`config.mk`:
```
export PLATFORM = sky130hd
export DESIGN_NAME = base64_stream_codec
export DESIGN_NICKNAME = d
export VERILOG_FILES = /design/src/sv/b64c_pkg.sv /design/src/sv/b64c_front.sv /design/src/sv/b64c_queue.sv /design/src/sv/b64c_back.sv /design/src/sv/base64_stream_codec.sv
export SDC_FILE = /design/constraint.sdc
export NUM_CORES = 1
export LEC_CHECK = 0
export BUFFER_PORTS_ARGS = -buffer_cell sky130_fd_sc_hd__buf_2
export CORE_AREA = 2 2 213 152
export DETAILED_ROUTE_END_ITERATION = 7
export DIE_AREA = 0 0 215 154
export GPL_ROUTABILITY_DRIVEN = 0
export GPL_TIMING_DRIVEN = 0
export PLACE_DENSITY = 0.63
export SYNTH_ARGS = -nofsm -noshare
export SYNTH_HDL_FRONTEND = slang
export SYNTH_SLANG_ARGS = --single-unit
```
`constraint.sdc`:
```
create_clock -name i_clk -period 19.9 [get_ports i_clk]
set_input_delay 3.98 -clock i_clk [delete_from_list [all_inputs] [get_ports i_clk]]
set_output_delay 3.98 -clock i_clk [all_outputs]
set_load 0.01 [all_outputs]
```
`src/sv/b64c_pkg.sv`:
```
// ----------------------------------------------------------------------------
// b64c_pkg
// Types, constants and alphabet functions of the base64 stream codec.
// ----------------------------------------------------------------------------
package b64c_pkg;

    localparam int unsigned QDEPTH = 4;
    localparam int unsigned QPTR_W = $clog2(QDEPTH);
    localparam int unsigned RUN_MAX = 4;
    localparam int unsigned RIDX_W = $clog2(RUN_MAX);
    localparam int unsigned CNT_W = RIDX_W + 1;

    localparam logic [7:0] LINE_LIMIT_RST = 8'd76;
    localparam logic [7:0] CH_PAD = 8'h3d;
    localparam logic [7:0] CH_NL = 8'h0a;
    localparam logic [7:0] CH_NONE = 8'd128;
    localparam logic [7:0] CH_END = 8'd64;

    localparam logic CFG_MODE = 1'b0;
    localparam logic CFG_LIMIT = 1'b1;

    typedef struct packed {
        logic [7:0] data_byte;
        logic       end_of_input;
    } t_in;

    typedef struct packed {
        logic [7:0] out_byte;
        logic       stream_done;
        logic       last_of_run;
    } t_out;

    typedef struct packed {
        logic [RUN_MAX-1:0][7:0] bytes;
        logic [RIDX_W-1:0]       last_idx;
        logic                    done;
    } t_run;

    typedef struct packed {
        logic full;
        logic empty;
    } t_qstat;

    // 6-bit value to alphabet character
    function automatic logic [7:0] enc_char(input logic [5:0] six);
        logic [7:0] v;
        v = {2'b00, six};
        if (six < 6'd26) begin
            enc_char = v + 8'h41;
        end else if (six < 6'd52) begin
            enc_char = v + 8'h61 - 8'd26;
        end else if (six < 6'd62) begin
            enc_char = v + 8'h30 - 8'd52;
        end else if (six == 6'd62) begin
            enc_char = 8'h2b;
        end else begin
            enc_char = 8'h2f;
        end
    endfunction

    // character to value: 0..63, CH_END for pad, CH_NONE otherwise
    function automatic logic [7:0] dec_value(input logic [7:0] c);
        if (c >= 8'h41 && c <= 8'h5a) begin
            dec_value = c - 8'h41;
        end else if (c >= 8'h61 && c <= 8'h7a) begin
            dec_value = c - 8'h61 + 8'd26;
        end else if (c >= 8'h30 && c <= 8'h39) begin
            dec_value = c - 8'h30 + 8'd52;
        end else if (c == 8'h2b) begin
            dec_value = 8'd62;
        end else if (c == 8'h2f) begin
            dec_value = 8'd63;
        end else if (c == CH_PAD) begin
            dec_value = CH_END;
        end else begin
            dec_value = CH_NONE;
        end
    endfunction

endpackage

```
`src/sv/b64c_front.sv`:
```
// ----------------------------------------------------------------------------
// b64c_front
// Accepts input transactions, runs the codec state and builds result runs.
// ----------------------------------------------------------------------------
module b64c_front (
    input  logic               i_clk,
    input  logic               i_rst_n,
    input  logic               i_cfg_we,
    input  logic [0:0]         i_cfg_idx,
    input  logic [7:0]         i_cfg_data,
    input  logic               i_in_valid,
    output logic               o_in_ready,
    input  b64c_pkg::t_in      i_in,
    input  b64c_pkg::t_qstat   i_qstat,
    output logic               o_push,
    output b64c_pkg::t_run     o_run
);
    import b64c_pkg::*;

    logic             r_mode, r_fin;
    logic [7:0]       r_limit;
    logic [1:0]       r_phase, n_phase;
    logic [7:0]       r_held, n_held;
    logic [7:0]       r_lc, n_lc;
    logic             n_fin;
    logic [CNT_W-1:0] cnt;
    logic [7:0]       dv;
    logic [7:0]       c;
    logic [5:0]       six0, six1;
    logic             two;
    logic             accept;
    t_run             run;

    assign o_in_ready = !i_qstat.full;
    assign accept = i_in_valid && o_in_ready;
    assign c = i_in.data_byte;
    assign dv = dec_value(c);

    always_comb begin
        n_phase = r_phase;
        n_held = r_held;
        n_lc = r_lc;
        n_fin = r_fin;
        run = '0;
        cnt = '0;
        six0 = '0;
        six1 = '0;
        two = 1'b0;
        if (!r_fin) begin
            if (r_mode) begin
                if (i_in.end_of_input) begin
                    if (r_phase == 2'd1) begin
                        run.bytes[0] = enc_char(r_held[5:0]);
                        run.bytes[1] = CH_PAD;
                        run.bytes[2] = CH_PAD;
                        cnt = CNT_W'(3);
                    end else if (r_phase == 2'd2) begin
                        run.bytes[0] = enc_char(r_held[5:0]);
                        run.bytes[1] = CH_PAD;
                        cnt = CNT_W'(2);
                    end
                    run.bytes[cnt[RIDX_W-1:0]] = CH_NL;
                    cnt = cnt + CNT_W'(1);
                    run.done = 1'b1;
                    n_fin = 1'b1;
                    n_phase = '0;
                    n_held = '0;
                end else begin
                    case (r_phase)
                        2'd0: begin
                            six0 = c[7:2];
                            n_held = {2'b00, c[1:0], 4'b0000};
                            n_phase = 2'd1;
                        end
                        2'd1: begin
                            six0 = r_held[5:0] | {2'b00, c[7:4]};
                            n_held = {2'b00, c[3:0], 2'b00};
                            n_phase = 2'd2;
                        end
                        default: begin
                            six0 = r_held[5:0] | {4'b0000, c[7:6]};
                            six1 = c[5:0];
                            two = 1'b1;
                            n_held = '0;
                            n_phase = 2'd0;
                        end
                    endcase
                    if (n_lc >= r_limit) begin
                        run.bytes[cnt[RIDX_W-1:0]] = CH_NL;
                        cnt = cnt + CNT_W'(1);
                        n_lc = '0;
                    end
                    run.bytes[cnt[RIDX_W-1:0]] = enc_char(six0);
                    cnt = cnt + CNT_W'(1);
                    n_lc = n_lc + 8'd1;
                    if (two) begin
                        if (n_lc >= r_limit) begin
                            run.bytes[cnt[RIDX_W-1:0]] = CH_NL;
                            cnt = cnt + CNT_W'(1);
                            n_lc = '0;
                        end
                        run.bytes[cnt[RIDX_W-1:0]] = enc_char(six1);
                        cnt = cnt + CNT_W'(1);
                        n_lc = n_lc + 8'd1;
                    end
                end
            end else begin
                if (i_in.end_of_input || dv == CH_END) begin
                    cnt = CNT_W'(1);
                    run.done = 1'b1;
                    n_fin = 1'b1;
                    n_held = '0;
                end else if (dv != CH_NONE) begin
                    case (r_phase)
                        2'd0: begin
                            n_held = {dv[5:0], 2'b00};
                        end
                        2'd1: begin
                            run.bytes[0] = r_held | {6'd0, dv[5:4]};
                            cnt = CNT_W'(1);
                            n_held = {dv[3:0], 4'b0000};
                        end
                        2'd2: begin
                            run.bytes[0] = r_held | {4'd0, dv[5:2]};
                            cnt = CNT_W'(1);
                            n_held = {dv[1:0], 6'd0};
                        end
                        default: begin
                            run.bytes[0] = r_held | {2'd0, dv[5:0]};
                            cnt = CNT_W'(1);
                            n_held = '0;
                        end
                    endcase
                    n_phase = r_phase + 2'd1;
                end
            end
        end
        run.last_idx = RIDX_W'(cnt - CNT_W'(1));
    end

    assign o_push = accept && (cnt != '0);
    assign o_run = run;

    always_ff @(posedge i_clk) begin
        if (!i_rst_n) begin
            r_mode <= 1'b0;
            r_limit <= LINE_LIMIT_RST;
            r_phase <= '0;
            r_held <= '0;
            r_lc <= '0;
            r_fin <= 1'b0;
        end else if (i_cfg_we) begin
            case (i_cfg_idx)
                CFG_MODE: begin
                    r_mode <= i_cfg_data[0];
                    r_phase <= '0;
                    r_held <= '0;
                    r_lc <= '0;
                    r_fin <= 1'b0;
                end
                CFG_LIMIT: r_limit <= i_cfg_data;
                default: ;
            endcase
        end else if (accept) begin
            r_phase <= n_phase;
            r_held <= n_held;
            r_lc <= n_lc;
            r_fin <= n_fin;
        end
    end

endmodule

```
`src/sv/b64c_queue.sv`:
```
// ----------------------------------------------------------------------------
// b64c_queue
// Small FIFO of result runs between front and back.
// ----------------------------------------------------------------------------
module b64c_queue (
    input  logic             i_clk,
    input  logic             i_rst_n,
    input  logic             i_push,
    input  b64c_pkg::t_run   i_run,
    input  logic             i_pop,
    output b64c_pkg::t_run   o_run,
    output b64c_pkg::t_qstat o_stat
);
    import b64c_pkg::*;

    t_run              r_mem [QDEPTH];
    logic [QPTR_W-1:0] r_wp, r_rp;
    logic [QPTR_W:0]   r_cnt;
    logic              do_pop;

    assign o_stat.full = (r_cnt == (QPTR_W+1)'(QDEPTH));
    assign o_stat.empty = (r_cnt == '0);
    assign do_pop = i_pop && !o_stat.empty;
    assign o_run = r_mem[r_rp];

    always_ff @(posedge i_clk) begin
        if (i_push) begin
            r_mem[r_wp] <= i_run;
        end
    end

    always_ff @(posedge i_clk) begin
        if (!i_rst_n) begin
            r_wp <= '0;
            r_rp <= '0;
            r_cnt <= '0;
        end else begin
            if (i_push) begin
                r_wp <= r_wp + QPTR_W'(1);
            end
            if (do_pop) begin
                r_rp <= r_rp + QPTR_W'(1);
            end
            case ({i_push, do_pop})
                2'b10: r_cnt <= r_cnt + (QPTR_W+1)'(1);
                2'b01: r_cnt <= r_cnt - (QPTR_W+1)'(1);
                default: ;
            endcase
        end
    end

endmodule

```
`src/sv/b64c_back.sv`:
```
// ----------------------------------------------------------------------------
// b64c_back
// Unpacks result runs into one output transaction per cycle while i_out_ready is high.
// ----------------------------------------------------------------------------
module b64c_back (
    input  logic             i_clk,
    input  logic             i_rst_n,
    input  b64c_pkg::t_run   i_run,
    input  b64c_pkg::t_qstat i_qstat,
    output logic             o_pop,
    output logic             o_out_valid,
    input  logic             i_out_ready,
    output b64c_pkg::t_out   o_out
);
    import b64c_pkg::*;

    t_run              r_ent;
    logic [RIDX_W-1:0] r_idx;
    logic              r_busy;
    logic              r_ovalid;
    t_out              r_out;
    logic              can_load;
    logic              at_last;

    assign can_load = !r_ovalid || i_out_ready;
    assign at_last = (r_idx == r_ent.last_idx);
    assign o_pop = !i_qstat.empty && (!r_busy || (can_load && at_last));
    assign o_out_valid = r_ovalid;
    assign o_out = r_out;

    always_ff @(posedge i_clk) begin
        if (can_load && r_busy) begin
            r_out.out_byte <= r_ent.bytes[r_idx];
            r_out.stream_done <= r_ent.done && at_last;
            r_out.last_of_run <= at_last;
        end
        if (o_pop) begin
            r_ent <= i_run;
        end
    end

    always_ff @(posedge i_clk) begin
        if (!i_rst_n) begin
            r_busy <= 1'b0;
            r_idx <= '0;
            r_ovalid <= 1'b0;
        end else begin
            if (can_load) begin
                r_ovalid <= r_busy;
            end
            if (o_pop) begin
                r_busy <= 1'b1;
                r_idx <= '0;
            end else if (can_load && r_busy) begin
                if (at_last) begin
                    r_busy <= 1'b0;
                end else begin
                    r_idx <= r_idx + RIDX_W'(1);
                end
            end
        end
    end

endmodule

```
`src/sv/base64_stream_codec.sv`:
```
// Path: an accepted input transaction is written to the run queue, then popped into
// the back end run register and unpacked into the output register. Throughput: one
// result per cycle while runs are queued and i_out_ready is high; an input transaction
// is accepted every cycle while the 4-entry run queue has room.
// Reset: synchronous active low; decode mode, line limit 76, control state cleared.
// ----------------------------------------------------------------------------
// base64_stream_codec
// Streaming base64 encoder/decoder with line breaking and padding.
// ----------------------------------------------------------------------------
module base64_stream_codec (
    input  logic           i_clk,
    input  logic           i_rst_n,
    input  logic           i_cfg_we,
    input  logic [0:0]     i_cfg_idx,
    input  logic [7:0]     i_cfg_data,
    input  logic           i_in_valid,
    output logic           o_in_ready,
    input  b64c_pkg::t_in  i_in,
    output logic           o_out_valid,
    input  logic           i_out_ready,
    output b64c_pkg::t_out o_out
);
    import b64c_pkg::*;

    logic   push, pop;
    t_run   run_in, run_out;
    t_qstat qstat;

    b64c_front u_front (
        .i_clk      (i_clk),
        .i_rst_n    (i_rst_n),
        .i_cfg_we   (i_cfg_we),
        .i_cfg_idx  (i_cfg_idx),
        .i_cfg_data (i_cfg_data),
        .i_in_valid (i_in_valid),
        .o_in_ready (o_in_ready),
        .i_in       (i_in),
        .i_qstat    (qstat),
        .o_push     (push),
        .o_run      (run_in)
    );

    b64c_queue u_queue (
        .i_clk   (i_clk),
        .i_rst_n (i_rst_n),
        .i_push  (push),
        .i_run   (run_in),
        .i_pop   (pop),
        .o_run   (run_out),
        .o_stat  (qstat)
    );

    b64c_back u_back (
        .i_clk       (i_clk),
        .i_rst_n     (i_rst_n),
        .i_run       (run_out),
        .i_qstat     (qstat),
        .o_pop       (pop),
        .o_out_valid (o_out_valid),
        .i_out_ready (i_out_ready),
        .o_out       (o_out)
    );

`ifndef SYNTHESIS
    a_no_overflow: assert property (@(posedge i_clk) disable iff (!i_rst_n)
        !(push && qstat.full))
        else $error("run queue overflow");

    a_no_underflow: assert property (@(posedge i_clk) disable iff (!i_rst_n)
        !(pop && qstat.empty))
        else $error("run queue underflow");

    a_done_is_last: assert property (@(posedge i_clk) disable iff (!i_rst_n)
        o_out_valid && o_out.stream_done |-> o_out.last_of_run)
        else $error("stream_done without last_of_run");

    a_reset_idle: assert property (@(posedge i_clk)
        !i_rst_n |=> !o_out_valid && qstat.empty)
        else $error("output valid after reset");
`endif

endmodule
```
**After elaboration in Yosys (flattened, before gate mapping)**

Memory sizes are Yosys's and may differ from the RTL's. A register that Yosys moved wholly into a read port is not among the register bits.
Index checks and enable logic that the tools add are counted.

- Bits in registers: 49
- RAM bits: 140
- Input port bits: 23
- Output and inout bits: 12
- Logic and storage cells: 292
- Memories: 1

- Add/subtract/negate cells: 33
- Magnitude comparators: 26
- Eq/ne operators: 18
- Mux-type cells: 144
- Bitwise operators: 14
- Reduce and logical (&&, ||, !) cells: 41

Memory list:

| name | words | width | read ports | clocked after memory_dff | write ports | RTL line | source |
|---|---|---|---|---|---|---|---|
| u_queue.r_mem | 4 | 35 | 1 | 1 | 1 | b64c_queue.sv:16 | `t_run r_mem [QDEPTH];` |

Operators by type and width:

| operator | count |
|---|---|
| two-way mux 8 bit | 59 |
| two-way mux 32 bit | 8 |
| bitwise mux 32 bit | 2 |
| demux 8 bit (select 2 bit) | 4 |
| two-way mux 16 bit | 4 |
| two-way mux 3 bit | 21 |
| adder 6 x 7 -> 8 bit (second input constant) | 6 |
| two-way mux 6 bit | 8 |
| inverter 24 bit | 2 |
| one-hot mux 8 bit (3 select lines) | 2 |
| less-than comparator 6 bit (second input constant) | 6 |
| subtractor 8 x 6 -> 8 bit (second input constant) | 4 |
| bitwise AND 18 x 24 -> 24 bit | 1 |
| bitwise AND 24 bit | 1 |
| == test 8 x 6 -> 1 bit (second input constant) | 3 |
| two-way mux 24 bit | 1 |
| one-hot mux 6 bit (2 select lines) | 2 |
| subtractor 8 x 5 -> 8 bit (second input constant) | 3 |
| adder 6 x 6 -> 7 bit (second input constant) | 3 |
| two-way mux 1 bit | 19 |
| == test 6 bit (second input constant) | 3 |
| less-than comparator 6 x 5 -> 1 bit (second input constant) | 3 |
| two-way mux 2 bit | 9 |
| adder 8 x 1 -> 8 bit (second input constant) | 2 |
| other kinds (47) | 100 |

**Logic depth before layout (Yosys ltp)**

- Depth after elaboration: 25
- Depth in mapped cells: 34

**By module**

A second synthesis with hierarchy kept.

- Cells, all modules: 973
- Area, all modules: 11890.2 um^2

Modules (own cells, without submodules):

| module | instances | cells an instance | area each (um^2) | sequential area each (um^2) |
|---|---|---|---|---|
| b64c_queue | 1 | 232 | 5571.6 | 4384.2 |
| b64c_front | 1 | 664 | 4486.8 | 520.5 |
| b64c_back | 1 | 77 | 1831.8 | 1431.4 |

**Worst setup path before layout**

OpenSTA, ideal clock, no wires.

- Path type: in2reg
- From: in i_in[3] in the netlist's numbering
- To: mem u_queue.r_mem[0][0] in the netlist's numbering, enable pin
- Library setup time: 395 ps
- Data arrival time: 7366 ps
- Setup slack: 12138 ps
- Stages: 14
- Path buffers: 1
- Cell sequence: buf_6 > inv_1 > ha_1 > and2b_1 > o21ai_1 > a31oi_1 > o31ai_4 > nor4bb_4 > nand2_1 > o211ai_1 > nand2_1 > ha_1 > a21oi_1 > and2_1

- Longest elaborated chain between the ends: 16

Ends and longest elaborated chain:

| element | RTL line | source |
|---|---|---|
| from (decl) | base64_stream_codec.sv:18 | `input b64c_pkg::t_in i_in,` |
| branches (longest 6 deep; another with subtractor 8 x 6 -> 8 bit) | - |  |
| two-way mux 8 bit (*) | b64c_pkg.sv:63 | `if (c >= 8'h41 && c <= 8'h5a) begin` |
| inequality test 8 bit / == test 8 x 7 -> 1 bit (equally long branches) | b64c_front.sv:113, b64c_front.sv:108 |  |
| two-way mux 3 bit / logical OR 1 bit (equally long branches) | b64c_front.sv:113, b64c_front.sv:108 |  |
| two-way mux 3 bit (*) | b64c_front.sv:108 | `if (i_in.end_of_input \|\| dv == CH_END) begin` |
| two-way mux 3 bit (*) | b64c_front.sv:50 | `if (r_mode) begin` |
| two-way mux 3 bit (*) | b64c_front.sv:49 | `if (!r_fin) begin` |
| nonzero test 3 bit (*) | b64c_front.sv:141 | `assign o_push = accept && (cnt != '0);` |
| logical AND 1 bit (*) | b64c_front.sv:141 |  |
| two-way mux 1 bit (*) | b64c_queue.sv:27 | `if (i_push) begin` |
| two-way mux 1 bit (not written as such) (*) | b64c_queue.sv:28 | `r_mem[r_wp] <= i_run;` |
| to (decl) | b64c_queue.sv:16 |  |

Mark *: on every way between the ends.

**Worst setup path in the final report**

- From: reg u_front.r_lc[0]
- To: reg u_queue.r_cnt[2]

- Longest elaborated chain between the ends: 21

Ends and longest elaborated chain:

| element | RTL line | source |
|---|---|---|
| from (decl) | b64c_front.sv:24 | `logic [7:0] r_lc, n_lc;` |
| from (signal assigned) | b64c_front.sv:167 | `r_lc <= n_lc;` |
| greater-or-equal comparator 8 bit | b64c_front.sv:88 | `if (n_lc >= r_limit) begin` |
| two-way mux 8 bit / two-way mux 1 bit (equally long branches) | b64c_front.sv:88 |  |
| two-way mux 8 bit / two-way mux 3 bit (equally long branches) | b64c_front.sv:51 | `if (i_in.end_of_input) begin` |
| two-way mux 8 bit / two-way mux 3 bit (equally long branches) | b64c_front.sv:50 |  |
| two-way mux 8 bit / two-way mux 3 bit (equally long branches) | b64c_front.sv:49 |  |
| adder 8 x 1 -> 8 bit / adder 3 x 1 -> 3 bit (equally long branches) | b64c_front.sv:95, b64c_front.sv:94 |  |
| greater-or-equal comparator 8 bit / adder 3 x 1 -> 3 bit (equally long branches) | b64c_front.sv:97, b64c_front.sv:99 |  |
| two-way mux 3 bit | b64c_front.sv:97 | `if (n_lc >= r_limit) begin` |
| (+5 left out) | - |  |
| two-way mux 3 bit (*) | b64c_front.sv:96 | `if (two) begin` |
| two-way mux 3 bit (*) | b64c_front.sv:51 |  |
| two-way mux 3 bit (*) | b64c_front.sv:50 |  |
| two-way mux 3 bit (*) | b64c_front.sv:49 |  |
| nonzero test 3 bit (*) | b64c_front.sv:141 |  |
| logical AND 1 bit (*) | b64c_front.sv:141 |  |
| == test 2 x 1 -> 1 bit / == test 2 bit (equally long branches) | b64c_queue.sv:44 | `case ({i_push, do_pop})` |
| one-hot mux 3 bit (2 select lines) / nonzero test 2 bit (equally long branches) | - |  |
| to (signal assigned) | b64c_queue.sv:45 | `2'b10: r_cnt <= r_cnt + (QPTR_W+1)'(1);` |
| to (signal assigned) | b64c_queue.sv:46 | `2'b01: r_cnt <= r_cnt - (QPTR_W+1)'(1);` |
| to (decl) | b64c_queue.sv:18 | `logic [QPTR_W:0] r_cnt;` |

Mark *: on every way between the ends. The rest lies on a longest branch, timed or not. The select of a mux whose other input is x is not followed.
A chain may end at the register's enable or synchronous reset.

==> metrics.md <==
| Metric | Value |
|---|---|
| Max_cap viols | 0 |
| Worst setup margin | 11.80 ns |
| Vias in the first global route | 8113 |
| DIE AREA | 33100 µm² |
| Layout cells sized above 1 | 15.9% |
| Seq/Total Area, Yosys | 51.4% |
| Min-Delay Path Class | register to register |
| R2r setup slk | 11.80 ns |
| Data arrival, critical path | 8.53 ns |
| Cell Area, Synth | 12200 µm² |
| Clock sinks | 222 |
| 1st-pass router iterations | 5 |
| Unique masters post-synth | 94 |
| Max stage delay cell, worst path | dfxtp_1 |
| Minimum clock period | 8.10 ns |
| Postcts setup bufs | 0 |
| Starting density of the core | 39.6% |
| Critical path fanouts, max | 11 |
| Register area | 6300 µm² |
| Metal-1 WL | 14600 µm |
| Root Driver | clkbuf_16 |
| Power Density | 97.4 nW/µm² |
| Ys async rst share | 0% |
| Fin crit share | 40.7% |
| Most used flip-flop cell after synthesis | edfxtp_1 |
| PostCTS Resize Cnt | 0 |
| Layout area overhead | 12.1% |
| Die Wd | 215 µm |
| Synth Register Bits | 222 |
| Total GRT Usage | 17.8% |
| Crit path capture type | register |
| WP depth | 34 |
| Max Used Layer | met4 |
| Clk_lat worst skew | 0.51 ns |
| YS warnings | 0 |
| FMAX | 0.123 GHz |
| Antenna diodes | 0 |
| Post-Syn Area per Cell | 12.1 µm² |
| Total negative slack | 0 ns |
| CTS tree | done |
| Cell depth of the worst flop-to-flop path | 34 |
| Final Hold Viols | 0 |
| Clk slew on worst S/H paths | 0.07 ns |
| Number of synthesized flops with an enable pin | 185 |
| Crit Path Category | register to register |
| Post-route DRC | 0 |
| Least-Margin Pin Slew | 0.972 ns |
| Fillers | 2876 |
| Area occupied by multi-input gates | 5490 µm² |
| Clk buf depth | 3 |
| Syn Inst Count | 1016 |
| Synthesized Nets | 1107 |
| Detailed Route WL | 29500 µm |
| Maximum vdd drop | 0.0650 mV |
| FP Rows | 54 |
| Crit path largest cell delay | 0.49 ns |
| Design Power | 1.34 mW |
| Initial antenna violation count | 0 |
| Critical path startpoint category | register |
| First-pass GRT wire length | 46700 µm |
| Hold Path Cell Cnt | 2 |
| Hold Path End | u_front.r_limit[5] |
| Initial DRC Count | 1148 |
| Chip height | 154 µm |
| Grt total ovfl | 0 |
| # hold bufs at CTS | 0 |
| Largest net degree at the start of global routing | 33 |
| TritonCTS Buffers | 21 |
| Core Region | 30900 µm² |
| Max Clock Skew | 0.00867 ns |
| Ports | 35 |
| Post-Place Setup Slack | 11.45 ns |
| Final #Nets | 1166 |
| Routed wl met3 | 2080 µm |
| CP top delay family | compound AO/OA/AOI/OAI gates |
| Worst path buffer plus inverter count | 7 |
| # port buffers | 31 |
| Most used cell along the critical path | ha_1 |
| R2r startpoint | u_front.r_lc[0] |
| Post-DRT Antenna Nets | 0 |
| RSZ-0062 raised after global routing | no |
| RR Endpoint | u_queue.r_cnt[2] |
| Max-slew violation count | 0 |
| Vias | 8530 |
| Via-to-Cell Ratio | 5.65 |
| Hold path start | u_front.r_limit[5] |
| Detailed placement HPWL | 21500 µm |
| CP required | 20.34 ns |
| Max-slew headroom | 35.2% |
| Final-report setup violation count | 0 |
| DR WL met2 | 12400 µm |
| WL/cell | 19.6 µm |
| Pleak | 4.89 nW |
| Status | finished, final reports clean |
| H-Tree Depth | 1 |
-- sequential cells by signal, summed over array words and instances (netlist names) --
signal / cells
u_queue.r_cnt: 3
u_back.o_out: 10
u_front.r_fin: 1
u_front.r_lc: 8
u_queue.r_wp: 2
u_back.r_idx: 2
u_back.r_ent: 35
u_queue.r_rp: 2
u_front.r_held: 6
u_front.r_mode: 1
u_queue.r_mem: 140
u_front.r_phase: 2
u_back.r_busy: 1
u_front.r_limit: 8
u_back.o_out_valid: 1
-- worst max path at each step --
stage	startpoint	end
6_report	u_front.r_lc[0]	u_queue.r_cnt[2]
5_1_grt	u_front.r_lc[0]	u_queue.r_cnt[2]
4_1_cts	u_front.r_lc[0]	u_queue.r_cnt[2]
3_5_place_dp	i_in[3]	u_queue.r_cnt[2]
3_3_place_gp	i_in[3]	u_queue.r_mem[1][6]
2_1_floorplan	i_in[3]	u_queue.r_mem[0][0]
-- cells in the mapped netlist, drive strengths merged (4+ instances only) --
library cell / count / share of area [%]
nand2: 83 / 2.6
clkbuf: 34 / 1.0
mux4: 43 / 7.9
o311ai: 6 / 0.55
o32ai: 5 / 0.42
xor2: 16 / 1.1
nand4: 9 / 0.51
o2bb2ai: 6 / 0.43
xnor2: 12 / 0.86
buf: 23 / 1.2
ha: 67 / 6.8
o21ai: 37 / 1.5
a22o: 10 / 0.80
a21boi: 12 / 0.77
a21oi: 56 / 2.4
dfxtp: 37 / 6.1
nor3: 16 / 0.69
inv: 52 / 1.6
o21a: 7 / 0.43
o31ai: 8 / 0.64
nand3b: 4 / 0.25
a21o: 11 / 0.67
and2: 17 / 0.87
mux2: 4 / 0.37
and3: 9 / 0.46
a22oi: 12 / 0.78
nand2b: 16 / 0.90
o22ai: 12 / 0.61
nor4: 6 / 0.36
mux2i: 6 / 0.49
nor2: 59 / 1.9
nand3: 35 / 1.5
nor2b: 17 / 0.87
edfxtp: 185 / 45
nor3b: 4 / 0.29
a211oi: 11 / 0.80
a221oi: 10 / 0.72
a31oi: 11 / 0.56
o211ai: 10 / 0.77
-- cell type report --
type	count	share of cell area, %
tap	420	3.83
multi-input combinational	685	40.0
clock inverter	12	0.684
clock buffer	26	4.27
timing repair buffer	36	1.91
sequential	222	45.9
buffer	57	2.01
inverter	52	1.42
-- worst min-delay path: cells and delay by family, from the launching register on --
kind,cells,cell delay [ns]
AND/OR/NAND/NOR,1,0.04
flip-flops,1,0.31
AO/OA/AOI/OAI,1,0.06
-- layout by cell type (no fill, tap or decap), types with 9 or more instances in the layout --
| master | synthesis | layout |
|---|---|---|
| a21boi_0 | 10 | 10 |
| a21o_1 | 11 | 11 |
| a21oi_1 | 54 | 53 |
| a221oi_1 | 10 | 10 |
| a22oi_1 | 11 | 11 |
| a31oi_1 | 11 | 11 |
| and2_1 | 17 | 13 |
| and3_1 | 9 | 9 |
| buf_2 | 5 | 36 |
| clkbuf_1 | 34 | 36 |
| clkbuf_16 | 0 | 22 |
| dfxtp_1 | 37 | 37 |
| edfxtp_1 | 185 | 185 |
| ha_1 | 67 | 67 |
| inv_1 | 50 | 50 |
| mux4_2 | 43 | 43 |
| nand2_1 | 81 | 81 |
| nand2b_1 | 14 | 14 |
| nand3_1 | 34 | 34 |
| nor2_1 | 58 | 58 |
| nor2b_1 | 17 | 17 |
| nor3_1 | 15 | 15 |
| o21ai_0 | 31 | 31 |
| o22ai_1 | 12 | 12 |
| xnor2_1 | 12 | 12 |
| xor2_1 | 16 | 16 |
-- power by group --
part / internal, mW / switching (mW) / leakage [nW]
registers: 0.600 / 0.0223 / 2.09
logic: 0.132 / 0.184 / 2.47
clock network: 0.223 / 0.175 / 0.331
-- per-stage QoR --
stage                     hold slack (ns)  cell area [µm²]  std cells  util, %
final                               0.463            13700       1510     44.4
after global routing                0.495            13700       1510     44.4
after CTS                           0.468            13700       1510     44.4
after detailed placement            0.453            13000       1472     42.2
after global placement              0.455            12900       1467     41.8
after floorplan                     0.432            12200       1016        -
-- cells by family after synthesis --
| family | synth area share, % |
|---|---|
| AOI/OAI and AO/OA | 14.9 |
| xor gates and xnor gates | 2.00 |
| adders and majority gates | 7.01 |
| buffers and inverters | 3.85 |
| DFF | 51.4 |
| muxes | 8.77 |
| and+or+nand+nor | 12.0 |
-- routing by layer --
layer | vias up | global-route usage, %
met5 | - | 0
met4 | 0 | 3.05
met3 | 36 | 2.85
met2 | 335 | 26.3
met1 | 4153 | 27.8
li1 | 4006 | -
(Power assumes the default switching activity.)
